==> src/hw/rtl/ori_pkg.sv <==
// ----------------------------------------------------------------------------
// ori_pkg
// Shared types and fixed constants for the opacity ramp interpolator.
// ----------------------------------------------------------------------------
package ori_pkg;

    // control point store
    localparam int MAX_POINTS = 16;
    localparam int PT_IDX_W   = 4;
    localparam int COORD_W    = 16;

    // pixel and result widths
    localparam int PIX_W      = 8;
    localparam int OPA_W      = 8;
    localparam int CNT_W      = 5;

    // point count limits
    localparam logic [CNT_W-1:0] CNT_MIN = 5'd2;
    localparam logic [CNT_W-1:0] CNT_MAX = 5'd16;

    // saturated opacity
    localparam logic [OPA_W-1:0] OPA_MAX = 8'hFF;

    // stream payload widths
    localparam int IN_DATA_W  = 48;
    localparam int OUT_DATA_W = 16;

    // datapath widths
    localparam int NUM_W  = 18;   // signed pixel offset from the lower point
    localparam int DY_W   = 17;   // signed opacity step
    localparam int PA_W   = 32;   // y0 * width
    localparam int PB_W   = 35;   // step * offset
    localparam int SUM_W  = 36;
    localparam int REM_W  = 42;
    localparam int DIV_W  = 32;   // width shifted by sixteen
    localparam int BIT_W  = 3;

    typedef enum logic {
        ACT_WRITE = 1'b0,
        ACT_EVAL  = 1'b1
    } ori_action_t;

    typedef enum logic [3:0] {
        ST_IDLE,
        ST_FETCH_HI,
        ST_FETCH_LO,
        ST_CALC,
        ST_MUL_A,
        ST_MUL_B,
        ST_SUM,
        ST_SCALE,
        ST_CLAMP,
        ST_DIV,
        ST_DONE
    } ori_state_t;

    // one control point as stored, position in the low half
    typedef struct packed {
        logic [COORD_W-1:0] y;
        logic [COORD_W-1:0] x;
    } ori_point_t;

endpackage

==> src/hw/rtl/opacity_ramp_interpolator.sv <==
// ----------------------------------------------------------------------------
// opacity_ramp_interpolator
// Piecewise-linear opacity ramp over up to sixteen stored control points.
// ----------------------------------------------------------------------------
//
//  channel   direction  contents (low bit first)
//  --------  ---------  ----------------------------------------------------
//  s_axis    in         tuser: action; tdata: point_index, point_x,
//                       point_y, pixel_index, zero pad
//  m_axis    out        tdata: result_pixel, opacity
//  cfg       in         cfg_wdata: point_count, written when cfg_we is high
//
//  A write request is stored at once and leaves the block ready. An evaluate
//  request holds the block busy from acceptance until it is ready again, for
//  less time when the result is zero or saturates; the eight-step restoring
//  divider and the single read port of the point memory set that time.
//  Reset clears the control state, the segment pointer and point_count (2);
//  the point memory is not cleared.
//  A stalled result waits in the output register while the next request is
//  taken; a finished result waits in the last state only if that register
//  is still full.
//
module opacity_ramp_interpolator (
    input  logic                            clk,
    input  logic                            rst_n,
    input  logic                            s_axis_tvalid,
    output logic                            s_axis_tready,
    // point_index[3:0], point_x[19:4], point_y[35:20], pixel_index[43:36]
    input  logic [ori_pkg::IN_DATA_W-1:0]   s_axis_tdata,
    // action[0]
    input  logic [0:0]                      s_axis_tuser,
    output logic                            m_axis_tvalid,
    input  logic                            m_axis_tready,
    // result_pixel[7:0], opacity[15:8]
    output logic [ori_pkg::OUT_DATA_W-1:0]  m_axis_tdata,
    input  logic                            cfg_we,
    input  logic [ori_pkg::CNT_W-1:0]       cfg_wdata
);
    import ori_pkg::*;

    // request fields
    ori_action_t            in_action;
    logic [PT_IDX_W-1:0]    in_point_index;
    logic [COORD_W-1:0]     in_point_x;
    logic [COORD_W-1:0]     in_point_y;
    logic [PIX_W-1:0]       in_pixel_index;
    logic                   in_accept;

    // control state
    ori_state_t             state_reg, state_next;
    logic [CNT_W-1:0]       count_reg;
    logic [CNT_W-1:0]       cnt;
    logic [PT_IDX_W-1:0]    seg_reg, seg_next;
    logic [PT_IDX_W-1:0]    seg_start;
    logic                   adv_reg, adv_next;
    logic [BIT_W-1:0]       bit_cnt_reg, bit_cnt_next;
    logic                   out_valid_reg, out_valid_next;

    // payload registers
    logic [PIX_W-1:0]       pix_reg, pix_next;
    ori_point_t             held_reg, held_next;
    ori_point_t             lo_reg, lo_next;
    ori_point_t             hi_reg, hi_next;
    logic [COORD_W-1:0]     d_reg, d_next;
    logic signed [NUM_W-1:0] n_reg, n_next;
    logic signed [DY_W-1:0] dy_reg, dy_next;
    logic [PA_W-1:0]        prod_a_reg, prod_a_next;
    logic signed [PB_W-1:0] prod_b_reg, prod_b_next;
    logic signed [SUM_W-1:0] sum_reg, sum_next;
    logic [REM_W-1:0]       p_reg, p_next;
    logic [REM_W-1:0]       rem_reg, rem_next;
    logic [OPA_W-1:0]       q_reg, q_next;
    logic [PIX_W-1:0]       out_pix_reg, out_pix_next;
    logic [OPA_W-1:0]       out_opa_reg, out_opa_next;

    // point memory
    ori_point_t             mem [MAX_POINTS];
    ori_point_t             rd_data_reg;
    logic [PT_IDX_W-1:0]    rd_addr;
    logic                   mem_we;

    // datapath helpers
    logic [DY_W-1:0]        dx_pos, dx_neg;
    logic [NUM_W-1:0]       n_pos, n_neg;
    logic [DIV_W-1:0]       divisor;
    logic [REM_W-1:0]       lim;
    logic [REM_W-1:0]       trial;
    logic [SUM_W-3:0]       s_mag;

    // unpack the request
    assign in_point_index = s_axis_tdata[3:0];
    assign in_point_x     = s_axis_tdata[19:4];
    assign in_point_y     = s_axis_tdata[35:20];
    assign in_pixel_index = s_axis_tdata[43:36];
    assign in_action      = ori_action_t'(s_axis_tuser[0]);
    assign in_accept      = s_axis_tvalid && s_axis_tready;
    assign s_axis_tready  = (state_reg == ST_IDLE);

    // points in use, held to the legal range
    always_comb
    begin
        if (count_reg < CNT_MIN)
        begin
            cnt = CNT_MIN;
        end
        else if (count_reg > CNT_MAX)
        begin
            cnt = CNT_MAX;
        end
        else
        begin
            cnt = count_reg;
        end
    end

    // pointer restarts at pixel zero or when it lies past the last segment
    always_comb
    begin
        if ((in_pixel_index == '0) || (({1'b0, seg_reg} + 5'd1) >= cnt))
        begin
            seg_start = '0;
        end
        else
        begin
            seg_start = seg_reg;
        end
    end

    // segment geometry
    assign dx_pos  = {1'b0, hi_reg.x} - {1'b0, lo_reg.x};
    assign dx_neg  = {1'b0, lo_reg.x} - {1'b0, hi_reg.x};
    assign n_pos   = {2'b0, pix_reg, 8'h00} - {2'b0, lo_reg.x};
    assign n_neg   = {2'b0, lo_reg.x} - {2'b0, pix_reg, 8'h00};
    assign divisor = {d_reg, 16'h0000};
    assign lim     = {2'b00, divisor, 8'h00};
    assign trial   = {10'b0, divisor} << bit_cnt_reg;
    assign s_mag   = sum_reg[SUM_W-3:0];

    // next state, memory access and datapath
    always_comb
    begin
        state_next   = state_reg;
        seg_next     = seg_reg;
        adv_next     = adv_reg;
        bit_cnt_next = bit_cnt_reg;
        pix_next     = pix_reg;
        held_next    = held_reg;
        lo_next      = lo_reg;
        hi_next      = hi_reg;
        d_next       = d_reg;
        n_next       = n_reg;
        dy_next      = dy_reg;
        prod_a_next  = prod_a_reg;
        prod_b_next  = prod_b_reg;
        sum_next     = sum_reg;
        p_next       = p_reg;
        rem_next     = rem_reg;
        q_next       = q_reg;
        out_pix_next = out_pix_reg;
        out_opa_next = out_opa_reg;
        out_valid_next = out_valid_reg && !m_axis_tready;
        rd_addr      = seg_reg;
        mem_we       = 1'b0;

        case (state_reg)
            ST_IDLE:
            begin
                if (in_accept)
                begin
                    if (in_action == ACT_WRITE)
                    begin
                        mem_we = 1'b1;
                    end
                    else
                    begin
                        // read the upper point of the current segment
                        seg_next   = seg_start;
                        pix_next   = in_pixel_index;
                        rd_addr    = seg_start + 4'd1;
                        state_next = ST_FETCH_HI;
                    end
                end
            end

            ST_FETCH_HI:
            begin
                // advance by one segment when the pixel lies past the upper point and a further point is in use
                if (((({1'b0, seg_reg} + 5'd2) < cnt)) &&
                    ({pix_reg, 8'h00} > rd_data_reg.x))
                begin
                    adv_next = 1'b1;
                    seg_next = seg_reg + 4'd1;
                    rd_addr  = seg_reg + 4'd2;
                end
                else
                begin
                    adv_next = 1'b0;
                    rd_addr  = seg_reg;
                end
                held_next  = rd_data_reg;
                state_next = ST_FETCH_LO;
            end

            ST_FETCH_LO:
            begin
                if (adv_reg)
                begin
                    lo_next = held_reg;
                    hi_next = rd_data_reg;
                end
                else
                begin
                    lo_next = rd_data_reg;
                    hi_next = held_reg;
                end
                state_next = ST_CALC;
            end

            ST_CALC:
            begin
                // width and offset with signs normalized; zero width gives t = 0
                if (hi_reg.x == lo_reg.x)
                begin
                    d_next = 16'd1;
                    n_next = '0;
                end
                else if (hi_reg.x < lo_reg.x)
                begin
                    d_next = dx_neg[COORD_W-1:0];
                    n_next = n_neg;
                end
                else
                begin
                    d_next = dx_pos[COORD_W-1:0];
                    n_next = n_pos;
                end
                dy_next    = {1'b0, hi_reg.y} - {1'b0, lo_reg.y};
                state_next = ST_MUL_A;
            end

            ST_MUL_A:
            begin
                prod_a_next = {16'h0000, lo_reg.y} * {16'h0000, d_reg};
                state_next  = ST_MUL_B;
            end

            ST_MUL_B:
            begin
                prod_b_next = PB_W'(dy_reg) * PB_W'(n_reg);
                state_next  = ST_SUM;
            end

            ST_SUM:
            begin
                sum_next   = $signed({4'b0000, prod_a_reg}) +
                             $signed({prod_b_reg[PB_W-1], prod_b_reg});
                state_next = ST_SCALE;
            end

            ST_SCALE:
            begin
                // non-positive numerator gives zero opacity
                if (sum_reg[SUM_W-1] || (sum_reg == '0))
                begin
                    q_next     = '0;
                    state_next = ST_DONE;
                end
                else
                begin
                    p_next     = ({8'h00, s_mag} << 8) - {8'h00, s_mag};
                    state_next = ST_CLAMP;
                end
            end

            ST_CLAMP:
            begin
                // quotient of 256 or more saturates
                if (p_reg >= lim)
                begin
                    q_next     = OPA_MAX;
                    state_next = ST_DONE;
                end
                else
                begin
                    rem_next     = p_reg;
                    q_next       = '0;
                    bit_cnt_next = 3'd7;
                    state_next   = ST_DIV;
                end
            end

            ST_DIV:
            begin
                // one restoring quotient bit per cycle
                if (rem_reg >= trial)
                begin
                    rem_next              = rem_reg - trial;
                    q_next[bit_cnt_reg]   = 1'b1;
                end
                bit_cnt_next = bit_cnt_reg - 3'd1;
                if (bit_cnt_reg == '0)
                begin
                    state_next = ST_DONE;
                end
            end

            ST_DONE:
            begin
                if (!out_valid_reg || m_axis_tready)
                begin
                    out_valid_next = 1'b1;
                    out_pix_next   = pix_reg;
                    out_opa_next   = q_reg;
                    state_next     = ST_IDLE;
                end
            end

            default:
            begin
                state_next = ST_IDLE;
            end
        endcase
    end

    // control registers
    always_ff @(posedge clk or negedge rst_n)
    begin
        if (!rst_n)
        begin
            state_reg     <= ST_IDLE;
            count_reg     <= CNT_MIN;
            seg_reg       <= '0;
            adv_reg       <= 1'b0;
            bit_cnt_reg   <= '0;
            out_valid_reg <= 1'b0;
        end
        else
        begin
            state_reg     <= state_next;
            seg_reg       <= seg_next;
            adv_reg       <= adv_next;
            bit_cnt_reg   <= bit_cnt_next;
            out_valid_reg <= out_valid_next;
            if (cfg_we)
            begin
                count_reg <= cfg_wdata;
            end
        end
    end

    // payload registers
    always_ff @(posedge clk)
    begin
        pix_reg     <= pix_next;
        held_reg    <= held_next;
        lo_reg      <= lo_next;
        hi_reg      <= hi_next;
        d_reg       <= d_next;
        n_reg       <= n_next;
        dy_reg      <= dy_next;
        prod_a_reg  <= prod_a_next;
        prod_b_reg  <= prod_b_next;
        sum_reg     <= sum_next;
        p_reg       <= p_next;
        rem_reg     <= rem_next;
        q_reg       <= q_next;
        out_pix_reg <= out_pix_next;
        out_opa_reg <= out_opa_next;
    end

    // point memory, one write port and one read port, registered read
    always_ff @(posedge clk)
    begin
        if (mem_we)
        begin
            mem[in_point_index] <= {in_point_y, in_point_x};
        end
        rd_data_reg <= mem[rd_addr];
    end

    // result channel
    assign m_axis_tvalid = out_valid_reg;
    assign m_axis_tdata  = {out_opa_reg, out_pix_reg};

`ifndef SYNTHESIS
    // the chosen segment always ends at a point in use
    a_seg_in_range: assert property (@(posedge clk) disable iff (!rst_n)
        (state_reg == ST_CALC) |-> (({1'b0, seg_reg} + 5'd1) < cnt))
        else $error("segment pointer beyond last point in use");

    // a positive numerator reaches the clamp check
    a_clamp_nonzero: assert property (@(posedge clk) disable iff (!rst_n)
        (state_reg == ST_CLAMP) |-> (p_reg != '0))
        else $error("clamp check with zero numerator");

    // remainder stays below the divisor at the current weight
    a_rem_bound: assert property (@(posedge clk) disable iff (!rst_n)
        (state_reg == ST_DIV) |->
        (rem_reg < ({10'b0, divisor} << ({1'b0, bit_cnt_reg} + 4'd1))))
        else $error("divider remainder out of bound");

    // a new result appears only out of the finishing state
    a_result_source: assert property (@(posedge clk) disable iff (!rst_n)
        (out_valid_reg && !$past(out_valid_reg)) |-> $past(state_reg == ST_DONE))
        else $error("result loaded outside finishing state");
`endif

endmodule
==> config.mk <==
export PLATFORM = sky130hd
export DESIGN_NAME = opacity_ramp_interpolator
export DESIGN_NICKNAME = d
export VERILOG_FILES = /design/src/hw/rtl/ori_pkg.sv /design/src/hw/rtl/opacity_ramp_interpolator.sv
export SDC_FILE = /design/constraint.sdc
export NUM_CORES = 2
export LEC_CHECK = 0
export ABC_AREA = 1
export BUFFER_PORTS_ARGS = -buffer_cell sky130_fd_sc_hd__buf_4
export CORE_UTILIZATION = 65
export CTS_BUF_LIST = sky130_fd_sc_hd__clkbuf_8
export DETAILED_ROUTE_END_ITERATION = 6
export PLACE_DENSITY = 0.82
export RECOVER_POWER = 50
export SLEW_MARGIN = 20
export SYNTH_ARGS = -nofsm -noshare
export SYNTH_HDL_FRONTEND = slang
export SYNTH_SLANG_ARGS = --single-unit
export TNS_END_PERCENT = 1
==> constraint.sdc <==
create_clock -name clk -period 9.1 [get_ports clk]
set_input_delay 1.82 -clock clk [delete_from_list [all_inputs] [get_ports clk]]
set_output_delay 1.82 -clock clk [all_outputs]
set_load 0.02 [all_outputs]
==> qor_table.md <==
| Stage | Parameter | This run |
| --- | --- | --- |
| timing | Transition time at the pin with the least slew margin | 3.59 ns |
| logic synthesis | Post-synthesis cell area | 66800 um^2 |
| run status | Outcome | finished, violations left |
| timing | Final hold violations | 0 |
| clock tree | Clock transition time at the flip-flop clock pins of the worst setup and hold paths | 0.07 ns |
| worst setup path | Kind of critical path | reg -> reg |
| timing | Max-slew violation total from the final report | 373 |
| logic synthesis | Average cell area after synthesis | 9.02 um^2 |
| clock tree | Clk sink count | 925 |
| grt | First-pass GRT wire length | 269 mm |
| hold path | Path type of the worst min-delay path | reg -> reg |
| logic synthesis | Dominant cell type by area after synthesis | sky130_fd_sc_hd__edfxtp_1 |
| logic synthesis | Number of nets in the synthesized netlist | 8335 |
| floorplan | I/O pin count | 77 |
| grt | Maximum number of pins on one net before global-route repair | 197 |
| detailed routing | Routed length per instance | 19.4 um |
| timing | Relative slew margins | -1.39 |
| layout | Number of flip-flops in the largest register | 512 |
| detailed routing | Via count of the routed design | 51208 |
| floorplan | CORE AREA | 102000 um^2 |
| worst setup path | Required @ worst endpoint | 9.71 ns |
| logic synthesis | Distinct cells, synth | 51 |
| clock tree | Post-CTS Setup Repair Bufs | 0 |
| run status | Failing checks | max-capacitance violations, max-slew violations |
| layout | Number of nets in the final layout | 8287 |
| timing | Final setup violation count | 0 |
| clock tree | TritonCTS clock tree | yes |
| timing | RSZ-0062 raised after global routing | no |
| detailed routing | Count of nets left with antenna violations after detail routing | 0 |
| clock tree | Deepest level of the CTS H-tree | 4 |
| grt | Gr ovfl total | 0 |
| clock tree | Root buffer cell | sky130_fd_sc_hd__clkbuf_8 |
| layout | Area growth from synthesis to layout | 6.47% |
| detailed routing | Final WL | 172 mm |
| floorplan | Horiz. Die Dim | 322 um |
| timing | Setup TNS | 0 ns |
| layout | Fraction of final layout cells sized beyond drive strength 1 | 0.0443 |
| logic synthesis | Number of flops mapped to enable cells by yosys | 875 |
| floorplan | Rows | 117 |
| detailed routing | Post-detailed-route DRC marker count | 0 |
| grt | Total routing usage reported by global routing | 0.334 |
| worst setup path | Type of destination of the critical path | flip-flop |
| flow run | MaxCap Viol Count | 8 |
| detailed routing | Detailed-routing iteration count for the pre-antenna-repair pass | 6 |
| logic synthesis | Synth Flop Type | sky130_fd_sc_hd__edfxtp_1 |
| placed design | Placer's final routability congestion estimate | 1.02 |
| logic synthesis | Post-synthesis register bit count | 925 |
| floorplan | Height of the die | 322 um |
| logic synthesis | Synth warnings | 0 |
| placed design | Half-perimeter wire length after detailed placement | 120 mm |
| clock tree | Clock insertion delay at the later pin of the skew report | 0.89 ns |
| floorplan | Die area | 104000 um^2 |
| logic synthesis | Synth area leaders | sky130_fd_sc_hd__edfxtp_1 (39%), sky130_fd_sc_hd__fa_1 (15%), sky130_fd_sc_hd__nand2_1 (11%) |
| timing | Min Clock Period, post-route | 6.58 ns |
| worst setup path | CP arrival | 7.20 ns |
| detailed routing | Vias per cell | 5.79 |
| placed design | IO Port Bufs | 72 |
| logic synthesis | Proportion of register bits with asynchronous set or reset after synthesis | 0.0195 |
| grt | Number of global-route vias before repair | 51968 |
| clock tree | Clock buffers created by TritonCTS | 150 |
| logic synthesis | Number of instances in the synthesized netlist | 7402 |
| clock tree | Number of buffers added to fix hold violations after cts | 0 |
| worst setup path | Critical-path maximum fanout | 17 |
| timing | Achievable frequency | 152 MHz |
| clock tree | Number of buffers on the longest clock path | 3 |
| detailed routing | Number of DRC markers in iteration 0 | 4434 |
| clock tree | Cts repair resizes | 0 |
| floorplan | Starting Density | 0.656 |
| layout | Filler instances | 7502 |
| grt | Number of antenna violations at the first check in global routing | 5 |
| timing | Period Utilization, post-route | 0.723 |
| worst setup path | Startpoint class of the critical path | flip-flop |
| timing | Worst-case clock skew | 0.0561 ns |
| logic synthesis | Seq/Total Area, Yosys | 0.410 |
| logic synthesis | Yosys top cell area share | 0.394 |
==> synth_stat cells (all sizes together) (24+ instances only) <==
library cell / number
nor2: 342
inv: 1231
edfxtp: 875
ha: 374
xnor2: 51
a21oi: 242
nor4: 28
clkbuf: 213
fa: 500
dfxtp: 32
nand2: 1936
o21ai: 289
buf: 119
nand3: 742
a21o: 28
a31oi: 38
xor2: 129
o21bai: 24
nand4: 43
nor3: 35
==> worst paths after layout <==
check,end,depth (start not counted),slack [ns],start
max in group asynchronous,bit_cnt_reg[0]$_DFFE_PN0P_,1,7.14,rst_n
min in group asynchronous,adv_reg$_DFFE_PN0P_,1,1.16,rst_n
hold / removal,held_reg[8]$_DFFE_PP_,0,0.43,rd_data_reg[8]$_DFF_P_
setup / recovery,prod_b_reg[34]$_DFFE_PP_,20,2.52,dy_reg[2]$_DFFE_PP_
setup reg to reg,prod_b_reg[34]$_DFFE_PP_,20,2.52,dy_reg[2]$_DFFE_PP_
hold reg to reg,held_reg[8]$_DFFE_PP_,0,0.43,rd_data_reg[8]$_DFF_P_
==> cells in the final DEF (no fill, tap or decap), drive strengths merged, types with 4 or more instances in the layout <==
cell type  count
clkbuf       210
bufinv         5
nand3        742
a31oi         38
nor2         342
mux2i          5
nor4          28
a21oi        242
a221oi         9
or2            9
o221ai         9
dfxtp         32
nor3          35
o21a          17
o21bai        24
o21ai        289
edfxtp       875
o31ai          6
a211oi         8
a21boi        12
nand3b         4
clkinv        53
dfrtp         17
fa           500
xnor2         51
nand4         43
nand2       1936
o211ai        15
xor2         129
a21o          28
ha           374
inv         1288
buf           77
==> layout make-up <==
cell class	count	area, um^2	area share
Multi-Input combinational cell	4911	33600	0.472
Sequential cell	925	27400	0.385
Inverter	1234	4630	0.0652
Clock buffer	155	2130	0.0300
Tap cell	1368	1710	0.0241
Timing Repair Buffer	132	840	0.0118
Clock inverter	113	801	0.0113
Antenna cell	3	7.51	0.000106
==> kinds of logic after synthesis <==
logic type | after synthesis | synth area share
flip-flops | 925 | 0.410
XOR/XNOR | 180 | 0.0236
AND/OR/NAND/NOR | 3143 | 0.196
adder cells (fa/ha/maj) | 874 | 0.220
AO/OA/AOI/OAI | 707 | 0.0593
multiplexers | 7 | 0.00109
buffers and inverters | 1566 | 0.0904
==> routing by layer <==
metal  GRT usage  vias to the layer above  wire length [um]
met5           0                        -                 0
met4       0.203                        0             10400
met3      0.0593                      630             13900
met2       0.582                     2422             85800
met1       0.384                    24384             61600
li1            -                    23772                 -
==> metrics by stage <==
stage / cells / area [um^2] / utilization / setup slack [ns] / hold WS, ns
global placement: 8569 / 68300 / 0.671 / 2.71 / 0.414
global route: 8839 / 71100 / 0.699 / 2.24 / 0.446
detailed placement: 8569 / 68300 / 0.671 / 2.65 / 0.414
CTS: 8837 / 71200 / 0.700 / 2.62 / 0.427
finish: 8841 / 71100 / 0.699 / 2.52 / 0.429
floorplan: 7402 / 66800 / - / 3.23 / 0.408
==> critical path, cell delays in order, from the launching register on <==
cell and delay [ns]:
sky130_fd_sc_hd__edfxtp_1 0.71, sky130_fd_sc_hd__nand2_1 0.24, sky130_fd_sc_hd__inv_1 0.11, sky130_fd_sc_hd__fa_1 0.77, sky130_fd_sc_hd__inv_1 0.12, sky130_fd_sc_hd__fa_1 0.48
sky130_fd_sc_hd__inv_1 0.31, sky130_fd_sc_hd__fa_1 0.52, sky130_fd_sc_hd__fa_1 0.50, sky130_fd_sc_hd__fa_1 0.49, sky130_fd_sc_hd__inv_1 0.05, sky130_fd_sc_hd__fa_1 0.47
sky130_fd_sc_hd__inv_1 0.04, sky130_fd_sc_hd__ha_1 0.33, sky130_fd_sc_hd__a21oi_1 0.32, sky130_fd_sc_hd__o21ai_0 0.16, sky130_fd_sc_hd__a21oi_1 0.14, sky130_fd_sc_hd__nand3_1 0.21
sky130_fd_sc_hd__nand3_1 0.13, sky130_fd_sc_hd__nand2_1 0.07, sky130_fd_sc_hd__xor2_1 0.15
Power is not shown: default switching activity piles up to over one toggle a cycle in this logic, so the estimate is an artifact.
